**config.mk**
```make
export PLATFORM = sky130hd
export DESIGN_NAME = error_check_code_generator
export DESIGN_NICKNAME = d
export VERILOG_FILES = /design/src/hw/rtl/ecc_pkg.sv /design/src/hw/rtl/ecc_core.sv /design/src/hw/rtl/ecc_out_queue.sv /design/src/hw/rtl/error_check_code_generator.sv
export SDC_FILE = /design/constraint.sdc
export NUM_CORES = 1
export LEC_CHECK = 0
export BUFFER_PORTS_ARGS = -buffer_cell sky130_fd_sc_hd__buf_2
export CELL_PAD_IN_SITES_DETAIL_PLACEMENT = 0
export CELL_PAD_IN_SITES_GLOBAL_PLACEMENT = 1
export CORE_ASPECT_RATIO = 0.5
export CORE_MARGIN = 2
export CORE_UTILIZATION = 55
export CTS_BUF_LIST = sky130_fd_sc_hd__clkbuf_4 sky130_fd_sc_hd__clkbuf_8
export DETAILED_ROUTE_END_ITERATION = 12
export PLACE_DENSITY = 0.87
export REMOVE_ABC_BUFFERS = 1
export SLEW_MARGIN = 5
export SYNTH_ARGS = -nofsm -noshare
export SYNTH_HDL_FRONTEND = slang
export SYNTH_SLANG_ARGS = --single-unit
```
**constraint.sdc**
```tcl
create_clock -name clk -period 9.37 [get_ports clk]
set_clock_uncertainty 0.2 [all_clocks]
set_input_delay 0.937 -clock clk [delete_from_list [all_inputs] [get_ports clk]]
set_output_delay 0.937 -clock clk [all_outputs]
set_load 0.02 [all_outputs]
```
**src/hw/rtl/ecc_pkg.sv**
```systemverilog
// ----------------------------------------------------------------------------
// Error check code generator package
// Shared item types, mode codes and the bytewise CRC-32 step.
// ----------------------------------------------------------------------------
package ecc_pkg;

  localparam logic [2:0] MODE_PARITY   = 3'd0;
  localparam logic [2:0] MODE_PARITY2D = 3'd1;
  localparam logic [2:0] MODE_CRC32    = 3'd2;
  localparam logic [2:0] MODE_HAMMING  = 3'd3;
  localparam logic [2:0] MODE_CHECKSUM = 3'd4;
  localparam logic [2:0] MODE_RESET    = MODE_CRC32;

  localparam logic [31:0] CRC_POLY  = 32'hEDB88320;
  localparam logic [31:0] CRC_INIT  = 32'hFFFFFFFF;
  localparam logic [15:0] SUM_MASK  = 16'hFFFF;

  localparam logic [5:0] LEN_PARITY   = 6'd1;
  localparam logic [5:0] LEN_COLUMN   = 6'd8;
  localparam logic [5:0] LEN_HAMMING  = 6'd4;
  localparam logic [5:0] LEN_CHECKSUM = 6'd16;
  localparam logic [5:0] LEN_CRC      = 6'd32;

  localparam logic RES_PER_BYTE = 1'b0;
  localparam logic RES_MESSAGE  = 1'b1;

  localparam int QUEUE_DEPTH = 8;
  localparam int QUEUE_AW    = $clog2(QUEUE_DEPTH);
  localparam int QUEUE_CW    = $clog2(QUEUE_DEPTH + 1);
  localparam logic [QUEUE_CW-1:0] QUEUE_LIMIT = QUEUE_CW'(QUEUE_DEPTH - 2);

  typedef struct packed {
    logic [7:0] data_byte;
    logic       last_byte;
  } in_item_t;

  typedef struct packed {
    logic        result_type;
    logic [31:0] code_value;
    logic [5:0]  code_length;
    logic        end_of_codes;
  } out_item_t;

  typedef struct packed {
    logic      push_a;
    logic      push_b;
    out_item_t item_a;
    out_item_t item_b;
  } ecc_push_t;

  function automatic logic [31:0] crc_byte(input logic [31:0] crc, input logic [7:0] b);
    logic [31:0] c;
    c = crc ^ {24'd0, b};
    for (int i = 0; i < 8; i++) begin
      c = {1'b0, c[31:1]} ^ (CRC_POLY & {32{c[0]}});
    end
    return c;
  endfunction

endpackage

```
**src/hw/rtl/ecc_core.sv**
```systemverilog
// ----------------------------------------------------------------------------
// Error check code core
// Input register, message accumulators and result formation for one byte.
// ----------------------------------------------------------------------------
module ecc_core (
  input  logic              clk,
  input  logic              rst,
  input  logic              accept,
  input  ecc_pkg::in_item_t item,
  input  logic [2:0]        code_mode,
  output logic              held,
  output ecc_pkg::ecc_push_t push
);
  import ecc_pkg::*;

  in_item_t    held_item;
  logic [31:0] crc_register;
  logic [15:0] ones_complement_sum;
  logic [7:0]  pending_high_byte;
  logic        odd_byte_phase;
  logic        total_parity;
  logic [7:0]  column_parity;

  logic [31:0] crc_register_next;
  logic [15:0] ones_complement_sum_next;
  logic        total_parity_next;
  logic [7:0]  column_parity_next;
  logic [7:0]  b;
  logic        last;
  logic        row;
  logic [3:0]  ham;
  logic [15:0] word;
  logic [16:0] wide_sum;
  logic [15:0] folded_sum;
  logic        add_now;

  always_ff @(posedge clk) begin
    if (rst) begin
      held <= 1'b0;
    end else begin
      held <= accept;
    end
    if (accept) begin
      held_item <= item;
    end
  end

  assign b    = held_item.data_byte;
  assign last = held_item.last_byte;
  assign row  = ^b;

  assign total_parity_next  = total_parity ^ row;
  assign column_parity_next = column_parity ^ b;
  assign crc_register_next  = crc_byte(crc_register, b);

  assign word       = odd_byte_phase ? {pending_high_byte, b} : {b, 8'd0};
  assign add_now    = odd_byte_phase | last;
  assign wide_sum   = {1'b0, ones_complement_sum} + {1'b0, word};
  assign folded_sum = wide_sum[15:0] + {15'd0, wide_sum[16]};
  assign ones_complement_sum_next = add_now ? folded_sum : ones_complement_sum;

  assign ham = {b[7] ^ b[6] ^ b[4] ^ b[3] ^ b[1],
                b[7] ^ b[5] ^ b[4] ^ b[2] ^ b[1],
                b[6] ^ b[5] ^ b[4] ^ b[0],
                b[3] ^ b[2] ^ b[1] ^ b[0]};

  always_ff @(posedge clk) begin
    if (rst) begin
      crc_register        <= CRC_INIT;
      ones_complement_sum <= '0;
      pending_high_byte   <= '0;
      odd_byte_phase      <= 1'b0;
      total_parity        <= 1'b0;
      column_parity       <= '0;
    end else if (held) begin
      if (last) begin
        crc_register        <= CRC_INIT;
        ones_complement_sum <= '0;
        pending_high_byte   <= '0;
        odd_byte_phase      <= 1'b0;
        total_parity        <= 1'b0;
        column_parity       <= '0;
      end else begin
        crc_register        <= crc_register_next;
        ones_complement_sum <= ones_complement_sum_next;
        if (!odd_byte_phase) begin
          pending_high_byte <= b;
        end
        odd_byte_phase      <= ~odd_byte_phase;
        total_parity        <= total_parity_next;
        column_parity       <= column_parity_next;
      end
    end
  end

  always_comb begin
    push = '0;
    push.item_b = '{result_type: RES_MESSAGE, code_value: {24'd0, column_parity_next},
                    code_length: LEN_COLUMN, end_of_codes: 1'b1};
    case (code_mode)
      MODE_PARITY: begin
        push.push_a = held & last;
        push.item_a = '{result_type: RES_MESSAGE, code_value: {31'd0, total_parity_next},
                        code_length: LEN_PARITY, end_of_codes: 1'b1};
      end
      MODE_PARITY2D: begin
        push.push_a = held;
        push.push_b = held & last;
        push.item_a = '{result_type: RES_PER_BYTE, code_value: {31'd0, row},
                        code_length: LEN_PARITY, end_of_codes: 1'b0};
      end
      MODE_CRC32: begin
        push.push_a = held & last;
        push.item_a = '{result_type: RES_MESSAGE, code_value: ~crc_register_next,
                        code_length: LEN_CRC, end_of_codes: 1'b1};
      end
      MODE_HAMMING: begin
        push.push_a = held;
        push.item_a = '{result_type: RES_PER_BYTE, code_value: {28'd0, ham},
                        code_length: LEN_HAMMING, end_of_codes: last};
      end
      MODE_CHECKSUM: begin
        push.push_a = held & last;
        push.item_a = '{result_type: RES_MESSAGE,
                        code_value: {16'd0, ~ones_complement_sum_next & SUM_MASK},
                        code_length: LEN_CHECKSUM, end_of_codes: 1'b1};
      end
      default: begin
        push.push_a = 1'b0;
      end
    endcase
  end

endmodule

```
**src/hw/rtl/ecc_out_queue.sv**
```systemverilog
// ----------------------------------------------------------------------------
// Error check code result queue
// Small result FIFO that takes up to two items per cycle and gives one when not stalled.
// ----------------------------------------------------------------------------
module ecc_out_queue (
  input  logic                         clk,
  input  logic                         rst,
  input  ecc_pkg::ecc_push_t           push,
  output logic                         out_valid,
  input  logic                         out_stall,
  output ecc_pkg::out_item_t           out_item,
  output logic [ecc_pkg::QUEUE_CW-1:0] level
);
  import ecc_pkg::*;

  out_item_t           entries [QUEUE_DEPTH];
  logic [QUEUE_AW-1:0] head;
  logic [QUEUE_AW-1:0] tail;
  logic [QUEUE_AW-1:0] tail_plus;
  logic                pop;
  logic [QUEUE_CW-1:0] push_count;

  assign out_valid  = (level != '0);
  assign out_item   = entries[head];
  assign pop        = out_valid & ~out_stall;
  assign tail_plus  = tail + QUEUE_AW'(1);
  assign push_count = QUEUE_CW'(push.push_a) + QUEUE_CW'(push.push_b);

  always_ff @(posedge clk) begin
    if (push.push_a) begin
      entries[tail] <= push.item_a;
    end
    if (push.push_b) begin
      entries[tail_plus] <= push.item_b;
    end
  end

  always_ff @(posedge clk) begin
    if (rst) begin
      head  <= '0;
      tail  <= '0;
      level <= '0;
    end else begin
      tail  <= tail + QUEUE_AW'(push_count);
      head  <= head + QUEUE_AW'(pop);
      level <= level + push_count - QUEUE_CW'(pop);
    end
  end

endmodule

```
**src/hw/rtl/error_check_code_generator.sv**
```systemverilog
// ----------------------------------------------------------------------------
// Error check code generator
// Parity, two-dimensional parity, CRC-32, Hamming and Internet checksum
// codes over a byte stream, selected by a mode register.
// ----------------------------------------------------------------------------
// A result passes through the input register and the result queue before
// it can be taken. Throughput: one byte per cycle while the queue has room;
// a byte that gives two results is absorbed by an eight-entry result queue.
// Reset: mode returns to CRC-32, all message state clears, the queue empties.
// ----------------------------------------------------------------------------
module error_check_code_generator (
  input  logic               clk,
  input  logic               rst,
  input  logic               in_valid,
  output logic               in_stall,
  input  ecc_pkg::in_item_t  in_item,
  output logic               out_valid,
  input  logic               out_stall,
  output ecc_pkg::out_item_t out_item,
  input  logic               cfg_valid,
  output logic               cfg_ready,
  input  logic [2:0]         cfg_data
);
  import ecc_pkg::*;

  logic [2:0]          code_mode;
  logic                accept;
  logic                held;
  ecc_push_t           push;
  logic [QUEUE_CW-1:0] level;
  logic [QUEUE_CW:0]   claimed;

  assign cfg_ready = 1'b1;

  always_ff @(posedge clk) begin
    if (rst) begin
      code_mode <= MODE_RESET;
    end else if (cfg_valid && cfg_ready) begin
      code_mode <= cfg_data;
    end
  end

  // A held byte may still push two results, so room for it is reserved.
  assign claimed  = {1'b0, level} + {{(QUEUE_CW-1){1'b0}}, held, 1'b0};
  assign in_stall = (claimed > {1'b0, QUEUE_LIMIT});
  assign accept   = in_valid & ~in_stall;

  ecc_core u_core (
    .clk       (clk),
    .rst       (rst),
    .accept    (accept),
    .item      (in_item),
    .code_mode (code_mode),
    .held      (held),
    .push      (push)
  );

  ecc_out_queue u_queue (
    .clk       (clk),
    .rst       (rst),
    .push      (push),
    .out_valid (out_valid),
    .out_stall (out_stall),
    .out_item  (out_item),
    .level     (level)
  );

  assert property (@(posedge clk) disable iff (rst)
    level <= QUEUE_CW'(QUEUE_DEPTH))
    else $error("result queue overflow");

  assert property (@(posedge clk) disable iff (rst)
    push.push_b |-> push.push_a)
    else $error("second result without a first");

  assert property (@(posedge clk) disable iff (rst)
    accept |=> held)
    else $error("accepted item not held");

  assert property (@(posedge clk) disable iff (rst)
    (push.push_a || push.push_b) |-> held)
    else $error("result pushed without a held item");

endmodule

```
==> impl_metrics.toml <==
[outcome]
status = "completed"

[worst_setup_path]
sort_of_element_at_the_start_of_the_critical_path = "flip-flop"
worstSetupEndpointType = "flip-flop"
cp_data_arrival_time_ns = 6.06
maximum_fanout_count_along_the_critical_path = 23
timing.setup.critical_path_class = "flip-flop to flip-flop"
worst-endpoint-required_ns = 9.68

[cells_and_area]
filler_cell_count = 2858
num_antenna_cells = 0
area_delta_synth_final_pct = 9.53
drive_above_1_share_pct = 17.8
fin_nets = 1909
layout.core_utilization_pct = 61.1

[yosys]
async_reset_ff_share_pct = 0
synth_cell_types = 72
netlist_instances = 1845
synth.ff_latch_count = 401
dominantRegCellSynth = "sky130_fd_sc_hd__dfxtp_1"
ys_warn_count = 0
post_synth.cell_area_avg_sq_um = 9.99
syn_area_sq_um = 18400
synth_seq_area_share_pct = 47.5
synth_edf_count = 73

[clock_tree]
cts_tree = "done"
cts-buffers-inserted = 55
clock_tree.buffer_depth = 3
clockRootBuffer = "sky130_fd_sc_hd__clkbuf_8"
cts_setup_buffers = 0
clkSinkCount = 401
clk-insertion-delay-late_ns = 0.65
clk_transition_reported_paths_ns = 0.07
post_cts_gate_resize_count = 0
clock_tree.htree_level_count = 2
postCtsHoldBufs = 0

[route]
met2WireLength_um = 22900
residual_antenna_violating_net_count_after_detailed_routing = 0
vias = 14577
initialDrtViolationCount = 1588
dr.pass1.iters = 5
highest-signal-layer = "met4"
avgViaCountPerCell = 6.22
routed_wirelength_um = 52900
remaining_drc_errors = 0
wl_met3_um = 5670
wl_per_cell_um = 22.6
met1_length_um = 23400

[power_and_ir_drop]
power_switching_share_pct = 39.0
power_density_nw_per_um2 = 287
intPower_mw = 3.54
leakagePower_nw = 7.53
power.switching_mw = 2.26
power.share.combinational_pct = 38.6
seqPwrFrac_pct = 36.5
vdd.ir_drop.worst_mv = 0.151
total_power_mw = 5.80
clockPowerShare_pct = 24.9

[global_routing]
global_route_wire_length_before_repair_um = 80900
number_of_global_route_vias_before_repair = 13800
globalRoute.totalOverflow = 0
largest_net_degree_at_the_start_of_global_routing = 74
antenna_found_initial = 0
gr-usage-all-layers_pct = 30.1

[placement]
gp_congestion = 0.900
placement.setup.worst_slack_ns = 3.70
place_hpwl_um = 32400
io_buffer_count = 57

[sta]
final_max_slew_viol_count = 0
finalCritPeriodShare_pct = 61.4
final.setup.worst_slack_ns = 3.62
grt_setup_unrepaired = "false"
layout_min_cycle_time_ns = 5.75
max-slew-margin-rel_pct = 22.6
worst-slew-pin-transition_ns = 1.15
totalNegativeSetupSlack_ns = 0
hold_viol_final = 0
number_of_endpoints_failing_setup_at_the_final_stage = 0
fmaxAchievable_ghz = 0.174

[job]
max_cap_viol_count = 0

[die]
starting_density_pct = 55.7
ioPinCount = 60
die_width_um = 263
core_sq_um = 33000
die_height_um = 133
die-area_sq_um = 35100
row_count = 47

[worst_hold_path]
hold_class = "flip-flop to flip-flop"
power groups by stage:
stage / Combinational (mW) / Clock [mW] / Sequential [mW]
CTS: 2.21 / 1.46 / 2.11
global placement: 2.19 / 0 / 2.14
finish: 2.24 / 1.44 / 2.12
floorplan: 1.51 / 0 / 2.18
detailed placement: 2.19 / 0 / 2.15
global route: 2.43 / 1.53 / 2.14
synthesized netlist by cell type (all sizes together) (13+ instances only):
cell,n,area (sq um)
a21oi,56,280
a22o,42,369
a22oi,17,128
and2,23,144
buf,21,87.6
clkbuf,109,409
dfxtp,328,6570
edfxtp,73,2190
ha,32,400
inv,28,105
mux2,48,541
mux4,78,1760
nand2,316,1190
nand3,23,115
nor2,87,327
nor2b,14,87.6
nor3,13,70.1
o21ai,234,1200
o22ai,66,413
xnor2,83,727
xor2,36,315
state kept, by name, summed over array words and instances, names as in the netlist:
register	count
u_core.crc_register	32
u_core.held	1
u_queue.entries	312
u_queue.tail	3
u_core.ones_complement_sum	16
u_core.total_parity	1
u_core.last	1
u_core.b	8
u_core.odd_byte_phase	1
u_queue.head	3
u_core.pending_high_byte	8
code_mode	3
u_core.column_parity	8
u_queue.level	4
logic make-up (layout without fill, tap and decap cells):
logic type      count (synthesis)  count (layout)  share of synthesized area, %
compound gates                474             474                          15.9
xor+xnor                      119             119                          5.66
fa+ha+maj                      35              35                          2.50
buf+inv                       158             215                          3.27
flops                         401             401                          47.5
mux                           133             133                          12.8
other cells                     2               2                        0.0408
simple gates                  523             523                          12.2
layout by cell type (no fill, tap or decap), types with 25 or more instances in the layout:
cell / instances
sky130_fd_sc_hd__ha_1: 32
sky130_fd_sc_hd__clkbuf_8: 68
sky130_fd_sc_hd__buf_4: 28
sky130_fd_sc_hd__buf_2: 57
sky130_fd_sc_hd__o21ai_0: 222
sky130_fd_sc_hd__mux4_2: 78
sky130_fd_sc_hd__xor2_1: 36
sky130_fd_sc_hd__a21oi_1: 55
sky130_fd_sc_hd__nand2_1: 316
sky130_fd_sc_hd__xnor2_1: 83
sky130_fd_sc_hd__a22o_1: 41
sky130_fd_sc_hd__inv_1: 28
sky130_fd_sc_hd__mux2_2: 48
sky130_fd_sc_hd__dfxtp_1: 324
sky130_fd_sc_hd__clkbuf_4: 25
sky130_fd_sc_hd__nor2_1: 87
sky130_fd_sc_hd__edfxtp_1: 73
sky130_fd_sc_hd__o22ai_1: 66
final cells by class:
| class | count | area (sq um) | share of cell area, % |
|---|---|---|---|
| well taps | 441 | 552 | 2.73 |
| clock inverters | 9 | 65.1 | 0.322 |
| multi-input cells | 1286 | 9070 | 44.9 |
| repair buffers | 85 | 495 | 2.46 |
| flip-flops and latches | 401 | 8770 | 43.5 |
| inverters | 28 | 105 | 0.521 |
| clock buffers | 93 | 1120 | 5.57 |
worst paths after layout:
path,end,depth (start not counted),startpoint,slack [ns]
setup / recovery,u_queue.entries[6][22]$_SDFFE_PP0P_,17,u_core.odd_byte_phase$_SDFFE_PP0P_,3.62
hold / removal,u_queue.entries[7][4]$_SDFFE_PP1P_,2,u_queue.entries[7][4]$_SDFFE_PP1P_,0.24
setup reg to reg,u_queue.entries[6][22]$_SDFFE_PP0P_,17,u_core.odd_byte_phase$_SDFFE_PP0P_,3.62
hold reg to reg,u_queue.entries[7][4]$_SDFFE_PP1P_,2,u_queue.entries[7][4]$_SDFFE_PP1P_,0.24
metrics by stage:
step / area, sq um / instances / hold WS, ns
4_1_cts: 20200 / 2343 / 0.243
3_3_place_gp: 19000 / 2241 / 0.228
3_5_place_dp: 19000 / 2241 / 0.232
2_1_floorplan: 17900 / 1715 / 0.218
5_1_grt: 20200 / 2343 / 0.257
6_report: 20200 / 2343 / 0.242
critical path: stages (launching register included):
cell and delay [ns]:
sky130_fd_sc_hd__dfxtp_1 0.80, sky130_fd_sc_hd__mux2_2 0.42, sky130_fd_sc_hd__ha_1 0.40, sky130_fd_sc_hd__nand2_1 0.08, sky130_fd_sc_hd__o21ai_0 0.42, sky130_fd_sc_hd__a2111oi_2 0.13, sky130_fd_sc_hd__a211oi_1 0.33, sky130_fd_sc_hd__o21ai_0 0.13
sky130_fd_sc_hd__nand2b_1 0.12, sky130_fd_sc_hd__ha_1 0.17, sky130_fd_sc_hd__nand3_1 0.13, sky130_fd_sc_hd__nor3_1 0.31, sky130_fd_sc_hd__nand2_1 0.19, sky130_fd_sc_hd__or3_1 0.48, sky130_fd_sc_hd__or4b_4 0.55, sky130_fd_sc_hd__o221a_4 0.30
sky130_fd_sc_hd__a31oi_4 0.38, sky130_fd_sc_hd__o21ai_2 0.08
metal layers:
layer	global-route usage [%]	vias up
met5	0	-
met4	8.22	0
met3	6.80	84
met2	45.3	731
met1	44.0	7119
li1	-	6643
No activity file was read; power rests on OpenSTA's default activity.
